[config.mk]
export PLATFORM = sky130hd
export DESIGN_NAME = red_blob_bbox_tracker_core
export DESIGN_NICKNAME = d
export VERILOG_FILES = /design/src/rtl/rbbt_pkg.sv /design/src/rtl/rbbt_classify.sv /design/src/rtl/rbbt_accum.sv /design/src/rtl/rbbt_track.sv /design/src/rtl/red_blob_bbox_tracker_core.sv
export SDC_FILE = /design/constraint.sdc
export NUM_CORES = 1
export LEC_CHECK = 0
export ABC_AREA = 1
export BUFFER_PORTS_ARGS = -buffer_cell sky130_fd_sc_hd__buf_4
export CAP_MARGIN = 40
export CELL_PAD_IN_SITES_DETAIL_PLACEMENT = 0
export CELL_PAD_IN_SITES_GLOBAL_PLACEMENT = 1
export CORE_AREA = 2 2 228 230
export DETAILED_ROUTE_END_ITERATION = 7
export DIE_AREA = 0 0 230 232
export PLACE_DENSITY = 0.67
export REMOVE_ABC_BUFFERS = 1
export SLEW_MARGIN = 20
export SYNTH_ARGS = -nofsm -noshare
export SYNTH_HDL_FRONTEND = slang
export SYNTH_SLANG_ARGS = --single-unit
[constraint.sdc]
create_clock -name aclk -period 13.02 [get_ports aclk]
set_input_delay 1.302 -clock aclk [delete_from_list [all_inputs] [get_ports aclk]]
set_output_delay 1.302 -clock aclk [all_outputs]
set_load 0.01 [all_outputs]
[src/rtl/rbbt_pkg.sv]
// Shared types and constants for the red blob bounding-box tracker.
// No dependencies; every other file refers to this package by scoped names.
package rbbt_pkg;

    // Configuration register indexes
    localparam logic [2:0] REG_MIN_COLOR_TOTAL = 3'd0;
    localparam logic [2:0] REG_MIN_RED_COUNT   = 3'd1;
    localparam logic [2:0] REG_RATIO_NUM       = 3'd2;
    localparam logic [2:0] REG_RATIO_DEN       = 3'd3;
    localparam logic [2:0] REG_MOVE_LIMIT      = 3'd4;

    // Reset values of the configuration registers
    localparam logic [9:0]  RST_MIN_COLOR_TOTAL = 10'd60;
    localparam logic [16:0] RST_MIN_RED_COUNT   = 17'd50;
    localparam logic [3:0]  RST_RATIO_NUM       = 4'd7;
    localparam logic [3:0]  RST_RATIO_DEN       = 4'd5;
    localparam logic [8:0]  RST_MOVE_LIMIT      = 9'd20;

    // Tracking status codes
    localparam logic [1:0] ST_NONE  = 2'd0;
    localparam logic [1:0] ST_REF   = 2'd1;
    localparam logic [1:0] ST_SAFE  = 2'd2;
    localparam logic [1:0] ST_MOVED = 2'd3;

    localparam logic [16:0] COUNT_MAX = 17'h1FFFF;

    typedef struct packed {
        logic [9:0]  min_color_total;
        logic [16:0] min_red_count;
        logic [3:0]  ratio_num;
        logic [3:0]  ratio_den;
        logic [8:0]  move_limit;
    } cfg_t;

    // Frame summary handed from the accumulator to the tracker
    typedef struct packed {
        logic [16:0] count;
        logic [7:0]  top;
        logic [7:0]  bottom;
        logic [8:0]  left;
        logic [8:0]  right;
    } snap_t;

endpackage

[src/rtl/rbbt_classify.sv]
// Red pixel test: channel sum threshold and red dominance ratio.
// Depends on rbbt_pkg (cfg_t).
module rbbt_classify (
    input  logic [7:0]     red,
    input  logic [7:0]     green,
    input  logic [7:0]     blue,
    input  rbbt_pkg::cfg_t cfg,
    output logic           is_red
);

    logic [9:0]  sum;
    logic [11:0] red_scaled;
    logic [11:0] green_scaled;
    logic [11:0] blue_scaled;

    always_comb begin
        sum          = {2'b00, red} + {2'b00, green} + {2'b00, blue};
        red_scaled   = {4'd0, red}   * {8'd0, cfg.ratio_den};
        green_scaled = {4'd0, green} * {8'd0, cfg.ratio_num};
        blue_scaled  = {4'd0, blue}  * {8'd0, cfg.ratio_num};
        is_red = (sum > cfg.min_color_total) &&
                 (red_scaled > green_scaled) &&
                 (red_scaled > blue_scaled);
    end

endmodule

[src/rtl/rbbt_accum.sv]
// Pixel register and per-frame accumulation of red count and box extents.
// Emits a frame summary on the frame-end pixel. Depends on rbbt_pkg (snap_t).
module rbbt_accum #(
    parameter int FRAME_WIDTH  = 320,
    parameter int FRAME_HEIGHT = 240
) (
    input  logic              aclk,
    input  logic              aresetn,
    input  logic              in_valid,
    output logic              in_ready,
    input  logic              in_is_red,
    input  logic [7:0]        in_row,
    input  logic [8:0]        in_col,
    input  logic              in_last,
    output logic              snap_valid,
    output rbbt_pkg::snap_t   snap,
    input  logic              out_free
);

    // Wide enough to hold the empty-box marker
    localparam int ROW_W = (FRAME_HEIGHT > 255) ? $clog2(FRAME_HEIGHT + 1) : 8;
    localparam int COL_W = (FRAME_WIDTH > 511) ? $clog2(FRAME_WIDTH + 1) : 9;
    localparam logic [ROW_W-1:0] TOP_INIT  = ROW_W'(FRAME_HEIGHT);
    localparam logic [COL_W-1:0] LEFT_INIT = COL_W'(FRAME_WIDTH);

    logic             a_valid_reg, a_valid_next;
    logic             a_red_reg;
    logic [7:0]       a_row_reg;
    logic [8:0]       a_col_reg;
    logic             a_last_reg;

    logic [16:0]      count_reg, count_next;
    logic [ROW_W-1:0] top_reg, top_next;
    logic [7:0]       bottom_reg, bottom_next;
    logic [COL_W-1:0] left_reg, left_next;
    logic [8:0]       right_reg, right_next;

    logic             snap_valid_reg, snap_valid_next;
    rbbt_pkg::snap_t  snap_reg, snap_next;

    logic             snap_free;
    logic             a_move;
    logic [16:0]      count_upd;
    logic [ROW_W-1:0] top_upd;
    logic [7:0]       bottom_upd;
    logic [COL_W-1:0] left_upd;
    logic [8:0]       right_upd;

    always_comb begin
        snap_free = !snap_valid_reg || out_free;
        a_move    = a_valid_reg && (!a_last_reg || snap_free);
        in_ready  = !a_valid_reg || a_move;

        a_valid_next = in_ready ? in_valid : a_valid_reg;

        count_upd  = count_reg;
        top_upd    = top_reg;
        bottom_upd = bottom_reg;
        left_upd   = left_reg;
        right_upd  = right_reg;
        if (a_red_reg) begin
            if (count_reg != rbbt_pkg::COUNT_MAX) begin
                count_upd = count_reg + 17'd1;
            end
            if (ROW_W'(a_row_reg) < top_reg) begin
                top_upd = ROW_W'(a_row_reg);
            end
            if (a_row_reg > bottom_reg) begin
                bottom_upd = a_row_reg;
            end
            if (COL_W'(a_col_reg) < left_reg) begin
                left_upd = COL_W'(a_col_reg);
            end
            if (a_col_reg > right_reg) begin
                right_upd = a_col_reg;
            end
        end

        count_next      = count_reg;
        top_next        = top_reg;
        bottom_next     = bottom_reg;
        left_next       = left_reg;
        right_next      = right_reg;
        snap_next       = snap_reg;
        snap_valid_next = snap_valid_reg && !out_free;

        if (a_move) begin
            if (a_last_reg) begin
                // Close the frame: hand over the summary and re-open the box
                snap_next.count  = count_upd;
                snap_next.top    = top_upd[7:0];
                snap_next.bottom = bottom_upd;
                snap_next.left   = left_upd[8:0];
                snap_next.right  = right_upd;
                snap_valid_next  = 1'b1;
                count_next       = '0;
                top_next         = TOP_INIT;
                bottom_next      = '0;
                left_next        = LEFT_INIT;
                right_next       = '0;
            end else begin
                count_next  = count_upd;
                top_next    = top_upd;
                bottom_next = bottom_upd;
                left_next   = left_upd;
                right_next  = right_upd;
            end
        end
    end

    always_ff @(posedge aclk) begin
        if (!aresetn) begin
            a_valid_reg    <= 1'b0;
            snap_valid_reg <= 1'b0;
            count_reg      <= '0;
            top_reg        <= TOP_INIT;
            bottom_reg     <= '0;
            left_reg       <= LEFT_INIT;
            right_reg      <= '0;
        end else begin
            a_valid_reg    <= a_valid_next;
            snap_valid_reg <= snap_valid_next;
            count_reg      <= count_next;
            top_reg        <= top_next;
            bottom_reg     <= bottom_next;
            left_reg       <= left_next;
            right_reg      <= right_next;
        end
    end

    always_ff @(posedge aclk) begin
        if (in_ready) begin
            a_red_reg  <= in_is_red;
            a_row_reg  <= in_row;
            a_col_reg  <= in_col;
            a_last_reg <= in_last;
        end
        snap_reg <= snap_next;
    end

    assign snap_valid = snap_valid_reg;
    assign snap       = snap_reg;

endmodule

[src/rtl/rbbt_track.sv]
// Found decision, box centre, reference tracking and the result register.
// Depends on rbbt_pkg (cfg_t, snap_t, status codes).
module rbbt_track (
    input  logic            aclk,
    input  logic            aresetn,
    input  rbbt_pkg::cfg_t  cfg,
    input  logic            snap_valid,
    input  rbbt_pkg::snap_t snap,
    output logic            out_free,
    output logic            m_valid,
    input  logic            m_ready,
    output logic            m_found,
    output logic [7:0]      m_box_top,
    output logic [7:0]      m_box_bottom,
    output logic [8:0]      m_box_left,
    output logic [8:0]      m_box_right,
    output logic [8:0]      m_center_x,
    output logic [7:0]      m_center_y,
    output logic [1:0]      m_track_status
);

    logic       m_valid_reg, m_valid_next;
    logic       found_reg, found_next;
    logic [7:0] top_reg, bottom_reg;
    logic [8:0] left_reg, right_reg;
    logic [8:0] cx_reg, cx_next;
    logic [7:0] cy_reg, cy_next;
    logic [1:0] status_reg, status_next;

    logic       ref_valid_reg, ref_valid_next;
    logic [8:0] ref_x_reg, ref_x_next;
    logic [7:0] ref_y_reg, ref_y_next;

    logic       take;
    logic [9:0] sum_x;
    logic [8:0] sum_y;
    logic [8:0] dx;
    logic [7:0] dy;

    always_comb begin
        out_free = !m_valid_reg || m_ready;
        take     = snap_valid && out_free;

        m_valid_next = take ? 1'b1 : (m_valid_reg && !m_ready);

        found_next = snap.count > cfg.min_red_count;
        sum_x      = {1'b0, snap.left} + {1'b0, snap.right};
        sum_y      = {1'b0, snap.top} + {1'b0, snap.bottom};
        cx_next    = found_next ? sum_x[9:1] : '0;
        cy_next    = found_next ? sum_y[8:1] : '0;

        dx = (cx_next >= ref_x_reg) ? (cx_next - ref_x_reg) : (ref_x_reg - cx_next);
        dy = (cy_next >= ref_y_reg) ? (cy_next - ref_y_reg) : (ref_y_reg - cy_next);

        ref_valid_next = ref_valid_reg;
        ref_x_next     = ref_x_reg;
        ref_y_next     = ref_y_reg;
        status_next    = rbbt_pkg::ST_NONE;

        if (found_next) begin
            if (!ref_valid_reg) begin
                status_next = rbbt_pkg::ST_REF;
                if (take) begin
                    ref_valid_next = 1'b1;
                    ref_x_next     = cx_next;
                    ref_y_next     = cy_next;
                end
            end else if (dx > cfg.move_limit || {1'b0, dy} > cfg.move_limit) begin
                status_next = rbbt_pkg::ST_MOVED;
            end else begin
                status_next = rbbt_pkg::ST_SAFE;
            end
        end
    end

    always_ff @(posedge aclk) begin
        if (!aresetn) begin
            m_valid_reg   <= 1'b0;
            ref_valid_reg <= 1'b0;
            ref_x_reg     <= '0;
            ref_y_reg     <= '0;
        end else begin
            m_valid_reg   <= m_valid_next;
            ref_valid_reg <= ref_valid_next;
            ref_x_reg     <= ref_x_next;
            ref_y_reg     <= ref_y_next;
        end
    end

    always_ff @(posedge aclk) begin
        if (take) begin
            found_reg  <= found_next;
            top_reg    <= snap.top;
            bottom_reg <= snap.bottom;
            left_reg   <= snap.left;
            right_reg  <= snap.right;
            cx_reg     <= cx_next;
            cy_reg     <= cy_next;
            status_reg <= status_next;
        end
    end

    assign m_valid        = m_valid_reg;
    assign m_found        = found_reg;
    assign m_box_top      = top_reg;
    assign m_box_bottom   = bottom_reg;
    assign m_box_left     = left_reg;
    assign m_box_right    = right_reg;
    assign m_center_x     = cx_reg;
    assign m_center_y     = cy_reg;
    assign m_track_status = status_reg;

endmodule

[src/rtl/red_blob_bbox_tracker_core.sv]
// Top level of the red blob bounding-box tracker: configuration registers
// and the classify, accumulate and track stages. Depends on rbbt_pkg.
//
// Usage:
//   Pixels enter on the s_ channel, one beat per pixel with its row, column
//   and a frame_end flag on the last pixel of the frame. A beat can be taken
//   in every cycle while s_ready is high: one pixel per clock sustained.
//   Each pixel is tested for red (channel sum above a minimum, red dominating
//   green and blue by the programmed ratio) and folded into the running count
//   and box of the frame. Only a frame-end beat yields a result beat on the
//   m_ channel: box, centre, found flag and tracking status. Other beats give
//   nothing out.
//   Result path: the frame-end beat passes the input register, then the
//   accumulator/summary register, then the result register, to m_valid.
//   Stalls: a waiting result holds in the result register while pixels keep
//   flowing; only two frame ends in flight behind a stalled result hold off
//   s_ready, and nothing is dropped.
//   Configuration: cfg_valid/cfg_ready with a register index and data; always
//   ready; write only while the block is idle. Unknown indexes are ignored.
//   Reset (aresetn low, synchronous): registers take their defaults, the box
//   re-opens empty, the count clears and the tracking reference is dropped.
module red_blob_bbox_tracker_core #(
    parameter int FRAME_WIDTH  = 320,
    parameter int FRAME_HEIGHT = 240
) (
    input  logic        aclk,
    input  logic        aresetn,

    input  logic        cfg_valid,
    output logic        cfg_ready,
    input  logic [2:0]  cfg_index,
    input  logic [16:0] cfg_data,

    input  logic        s_valid,
    output logic        s_ready,
    input  logic [7:0]  s_red,
    input  logic [7:0]  s_green,
    input  logic [7:0]  s_blue,
    input  logic [7:0]  s_pix_row,
    input  logic [8:0]  s_pix_col,
    input  logic        s_frame_end,

    output logic        m_valid,
    input  logic        m_ready,
    output logic        m_found,
    output logic [7:0]  m_box_top,
    output logic [7:0]  m_box_bottom,
    output logic [8:0]  m_box_left,
    output logic [8:0]  m_box_right,
    output logic [8:0]  m_center_x,
    output logic [7:0]  m_center_y,
    output logic [1:0]  m_track_status
);

    rbbt_pkg::cfg_t  cfg_reg, cfg_next;
    logic            pix_is_red;
    logic            snap_valid;
    rbbt_pkg::snap_t snap;
    logic            out_free;

    // Configuration writes: always accepted, out-of-range indexes dropped
    assign cfg_ready = 1'b1;

    always_comb begin
        cfg_next = cfg_reg;
        if (cfg_valid) begin
            case (cfg_index)
                rbbt_pkg::REG_MIN_COLOR_TOTAL: cfg_next.min_color_total = cfg_data[9:0];
                rbbt_pkg::REG_MIN_RED_COUNT:   cfg_next.min_red_count   = cfg_data;
                rbbt_pkg::REG_RATIO_NUM:       cfg_next.ratio_num       = cfg_data[3:0];
                rbbt_pkg::REG_RATIO_DEN:       cfg_next.ratio_den       = cfg_data[3:0];
                rbbt_pkg::REG_MOVE_LIMIT:      cfg_next.move_limit      = cfg_data[8:0];
                default: cfg_next = cfg_reg;
            endcase
        end
    end

    always_ff @(posedge aclk) begin
        if (!aresetn) begin
            cfg_reg.min_color_total <= rbbt_pkg::RST_MIN_COLOR_TOTAL;
            cfg_reg.min_red_count   <= rbbt_pkg::RST_MIN_RED_COUNT;
            cfg_reg.ratio_num       <= rbbt_pkg::RST_RATIO_NUM;
            cfg_reg.ratio_den       <= rbbt_pkg::RST_RATIO_DEN;
            cfg_reg.move_limit      <= rbbt_pkg::RST_MOVE_LIMIT;
        end else begin
            cfg_reg <= cfg_next;
        end
    end

    // Classify on the incoming beat; the verdict is registered with the pixel
    rbbt_classify u_classify (
        .red    (s_red),
        .green  (s_green),
        .blue   (s_blue),
        .cfg    (cfg_reg),
        .is_red (pix_is_red)
    );

    // Fold pixels into the running box; hand over a summary at frame end
    rbbt_accum #(
        .FRAME_WIDTH  (FRAME_WIDTH),
        .FRAME_HEIGHT (FRAME_HEIGHT)
    ) u_accum (
        .aclk       (aclk),
        .aresetn    (aresetn),
        .in_valid   (s_valid),
        .in_ready   (s_ready),
        .in_is_red  (pix_is_red),
        .in_row     (s_pix_row),
        .in_col     (s_pix_col),
        .in_last    (s_frame_end),
        .snap_valid (snap_valid),
        .snap       (snap),
        .out_free   (out_free)
    );

    // Decide found, compute centre and status, hold the result beat
    rbbt_track u_track (
        .aclk           (aclk),
        .aresetn        (aresetn),
        .cfg            (cfg_reg),
        .snap_valid     (snap_valid),
        .snap           (snap),
        .out_free       (out_free),
        .m_valid        (m_valid),
        .m_ready        (m_ready),
        .m_found        (m_found),
        .m_box_top      (m_box_top),
        .m_box_bottom   (m_box_bottom),
        .m_box_left     (m_box_left),
        .m_box_right    (m_box_right),
        .m_center_x     (m_center_x),
        .m_center_y     (m_center_y),
        .m_track_status (m_track_status)
    );

endmodule

---- Word level (Yosys, flattened, before mapping) ----
Cells that the tools add are included.
word-level totals
  register bits after elaboration ......... 240
  bits in latches ......................... 0
  bits in writable memories ............... 0
  memory bits (read-only) ................. 0
  bits of input ports ..................... 67
  output and inout bits ................... 57
  word-level logic and storage cells ...... 116
  memories ................................ 0
operators by class
  $add $sub $neg .......................... 9
  multipliers ............................. 3
  divide/modulo/power cells ............... 0
  $lt $le $gt $ge ......................... 12
  equality and inequality tests ........... 5
  shift operators ......................... 0
  muxes and demuxes ....................... 26
  bitwise logic cells ..................... 1
  reduce and logical (&&, ||, !) cells .... 26
operator list
  kind                                            number
  2-to-1 mux 9 bit                                8
  2-to-1 mux 8 bit                                8
  2-to-1 mux 17 bit                               3
  multiplier 8 x 4 -> 12 bit                      3
  greater-than comparator 12 bit                  2
  adder 8 x 8 -> 9 bit                            2
  greater-than comparator 9 bit                   2
  subtractor 9 bit                                2
  adder 17 x 1 -> 17 bit (second input constant)  1
  greater-than comparator 17 bit                  1
  inequality test 17 bit (second input constant)  1
  subtractor 8 bit                                2
  AND reduction 2 bit                             7
  adder 10 x 8 -> 10 bit                          1
  adder 9 x 9 -> 10 bit                           1
  greater-than comparator 10 bit                  1
  greater-or-equal comparator 9 bit               1
  greater-than comparator 8 x 9 -> 1 bit          1
  less-than comparator 9 bit                      1
  greater-or-equal comparator 8 bit               1
  greater-than comparator 8 bit                   1
  less-than comparator 8 bit                      1
  2-to-1 mux 1 bit                                7
  == test 3 x 2 -> 1 bit (second input constant)  2
  8 further kinds                                 22

---- Logic depth before layout (Yosys ltp) ----
  word-level depth ........................ 8
  mapped depth ............................ 32
  mapped depth without buffers ............ 31

---- Modules after synthesis ----
From an unflattened synthesis, not the netlist that was laid out.
unflattened totals
  cells, all modules ...................... 2,281
  area, all modules ....................... 17,908.4 sq um
modules (own cells, without submodules)
  module                      instances  cells an instance  area an instance (sq um)
  rbbt_accum                  1          715                6,263.5
  rbbt_track                  1          692                5,694.2
  rbbt_classify               1          615                4,164.0
  red_blob_bbox_tracker_core  1          259                1,786.7

---- Worst setup path after synthesis ----
No wires, ideal clock.
  path kind ............................... input port to flip-flop
  start point ............................. input port s_red[0]
  end point ............................... register u_accum.a_red_reg, data pin
  arrival time ............................ 4.478 ns
  required time ........................... 12.757 ns
  path slack .............................. 8.279 ns
  cell stages on the path ................. 17
  buffers on the path ..................... 0
  path through ............................ nand2_1 -> fa_1 -> fa_1 -> fa_1 -> o21ai_0 -> a21oi_1 -> o21ai_0 -> xor2_1 -> inv_1 -> ha_1 -> nand4_1 -> nor3_1 -> nand2_1 -> o41ai_1 -> inv_1 -> nand3_1 -> nor3_1
on the way
  cells in the longest elaborated chain, start to end .. 5
ends and longest elaborated chain
  item                                                                line                              source
  start: declaration                                                  red_blob_bbox_tracker_core.sv:36  input logic [7:0] s_red,
  branches (longest 4 deep; another with multiplier 8 x 4 -> 12 bit)  n/a
  logical AND 1 bit *                                                 rbbt_classify.sv:22               (red_scaled > green_scaled) &&
  named net pix_is_red                                                red_blob_bbox_tracker_core.sv:56  logic pix_is_red;
  end signal: assignment                                              rbbt_accum.sv:133                 a_red_reg <= in_is_red;
  end: declaration                                                    rbbt_accum.sv:27                  logic a_red_reg;
Mark *: on every way through the listed nets, which the timed path passes.
A chain may end at the register's enable or synchronous reset.

---- Worst setup path in the final report ----
  start point ............................. input port s_red[1]
  end point ............................... register u_accum.a_red_reg, data pin
The elaborated chain is that of the path after synthesis.

==> flow_summary.ini <==
[run_status]
status = complete, no violations

[route]
drc = 0
routed_wl_um = 46100
dr.pass1.iters = 5
drtAntennaViolNets = 0
wl_per_cell_um = 15.3
drtIter0Drc = 728
viasPerCell = 4.78
vias = 14400

[clock_network]
cts.reportedPaths.clkPinSlew_ns = 0.06
clock_latency_ns = 0.57
cts_setup_buffers = 0
cts_hold_buffers = 0
cts_buffer_depth = 3
cts_tree = yes
ctsHtreeMaxLevel = 1
cts.repair.resized = 0
clock-sinks = 240
clockRootBuffer = clkbuf_16
cts_buffers = 29

[sta]
finalCriticalPeriod_ns = 5.16
fin_crit_sh_pct = 39.7
fin_skew_ns = 0.0222
setup_viol_count_final = 0
fmax_ghz = 0.194
relSlewSlack_pct = 49.0
setup_ws_ns = 7.86
maxSlewViolCount = 0
worst_hold_slack_ns = 0.459
rsz0062_at_grt = no
finalSetupTns_ns = 0
hold_viol = 0
worstMarginPinSlew_ns = 0.764

[yosys]
netlist_top_cells_area = edfxtp_1 21%, ha_1 15%, dfxtp_1 13%, nand2_1 11%, inv_1 7.9%
yosys_warnings = 0
synth_edf_count = 124
synth_area_sq_um = 17600
ys.flop_type = edfxtp_1
synth-seq-cells = 240
yosysSeqAreaShare_pct = 34.4
synthMostInstantiatedCell = nand2_1
synth_commonest_cells = 497 x nand2_1, 371 x inv_1, 212 x ha_1
synth_area_per_cell_sq_um = 7.94
async_flop_share_pct = 0
synthCells = 2213
yosysTopAreaCell = edfxtp_1
ys_types = 51
synth_top_area_share_pct = 21.2

[grt]
overflow = 0
grt_pass1_wl_um = 74800
antenna_found_initial = 0
grt_pass1_vias = 14300
track_usage_pct = 17.3
grt_max_degree = 66

[floorplanning]
die_width_um = 230
die-area_sq_um = 53400
rows = 83
pin_count = 124
start_util_pct = 34.5
die_h_um = 232
core-area_sq_um = 50900

[power]
leakage_nw = 9.51
power_mw = 2.56
power.density_nw_per_um2 = 127
ir_drop_v = 0.0000940

[worst_hold_path]
worstHoldPathType = reg2reg
hold_start = u_accum.snap[33]

[setup_path]
critical_path_class = in2reg
worstPathArrival_ns = 5.46
critPathLaunchType = primary input
critPathLaunch = s_red[1]
crit_fanout = 6
r2r_start = cfg_reg[15]
critPathCaptureType = flop
worst_ep_required_time_ns = 13.31

[finish]
layout-drive-gt1-share_pct = 10.4
nets = 2636
largest_reg_flops = 51
n_antenna_cell = 0
final_util_pct = 39.6
area_delta_synth_final_pct = 14.9

[placement]
finalWeightedCongestion = 0.859
hpwl_um = 35500
dpl_worst_slack_ns = 7.35
numPortBuffers = 122

[run]
maxCapViolations = 0
-- where the power goes --
group          switching, mW  total (mW)  leakage, nW  internal, mW
clock network          0.341       0.876        0.501         0.534
registers             0.0195       0.846         2.09         0.826
logic                  0.512       0.836         6.91         0.324
-- stage by stage --
stage	area [sq um]	instances
6_report	20200	3015
5_1_grt	20200	3015
4_1_cts	20200	3015
3_5_place_dp	19200	2962
3_3_place_gp	19100	2960
2_1_floorplan	17300	2149
-- cells in the final DEF (no fill, tap or decap), types with 4 or more instances in the layout --
| cell type | Yosys | routed |
|---|---|---|
| o21ai_1 | 31 | 31 |
| o31ai_1 | 4 | 4 |
| nand3b_1 | 4 | 4 |
| buf_4 | 5 | 131 |
| o21bai_1 | 9 | 9 |
| edfxtp_1 | 124 | 124 |
| a21oi_2 | 5 | 5 |
| nor2_1 | 128 | 127 |
| nand3_1 | 85 | 85 |
| xor2_1 | 56 | 56 |
| o21a_1 | 7 | 7 |
| a21oi_1 | 186 | 186 |
| a31oi_1 | 7 | 7 |
| nand4_1 | 33 | 33 |
| inv_2 | 17 | 19 |
| nor3_1 | 13 | 13 |
| nor2_2 | 6 | 6 |
| o211ai_1 | 19 | 19 |
| fa_1 | 44 | 44 |
| dfxtp_1 | 116 | 116 |
| a21boi_1 | 7 | 7 |
| a21o_1 | 4 | 4 |
| ha_1 | 212 | 212 |
| o21ai_0 | 80 | 80 |
| inv_1 | 371 | 369 |
| or2_2 | 6 | 6 |
| clkinv_2 | 0 | 5 |
| a21boi_0 | 9 | 9 |
| and2_1 | 13 | 13 |
| nand2_1 | 497 | 496 |
| nand3_2 | 9 | 9 |
| clkbuf_16 | 0 | 29 |
| bufinv_16 | 0 | 6 |
| nand2_2 | 6 | 7 |
| xnor2_1 | 20 | 20 |
-- critical path, cell delays in order --
cell	delay [ns]
buf_4	0.16
nand2_1	0.10
fa_1	0.56
inv_1	0.06
fa_1	0.49
ha_1	0.39
nand2_1	0.06
o21ai_0	0.35
a21oi_1	0.11
o21ai_0	0.20
xor2_1	0.19
inv_1	0.10
ha_1	0.29
nand4_1	0.12
nor3_1	0.24
nand2_1	0.08
o211ai_1	0.09
nand3_1	0.09
nor3_1	0.46
-- layer usage --
metal	global-route usage, %	vias up	routed length (um)
met4	3.65	0	819
met5	0	-	0
li1	-	7372	-
met1	23.5	6754	22100
met2	29.6	227	21600
met3	2.20	64	1540
-- kinds of logic after synthesis --
group,after synthesis,share of synthesized area (%)
buffers and inverters,452,9.97
other,1,0.0214
AO/OA/AOI/OAI,379,12.0
XOR/XNOR,76,3.79
flip-flops,240,34.4
adder cells (fa/ha/maj),256,20.1
AND/OR/NAND/NOR,809,19.7
-- final timing paths --
check | to | slack [ns] | depth (start not counted)
max reg2reg | u_accum.a_red_reg | 7.87 | 15
min | u_track.m_box_top[7] | 0.46 | 0
min reg2reg | u_track.m_box_top[7] | 0.46 | 0
max | u_accum.a_red_reg | 7.86 | 19
-- final cells by class --
| type | count | area [sq um] |
|---|---|---|
| Clock buffer | 33 | 751 |
| Multi-Input combinational cell | 1521 | 9780 |
| Tap cell | 680 | 851 |
| Clock inverter | 20 | 270 |
| Fill cell | 5258 | 30700 |
| Timing Repair Buffer | 133 | 1020 |
| Inverter | 388 | 1460 |
| Sequential cell | 240 | 6050 |
Note: power is estimated with default switching activity, not from simulation.
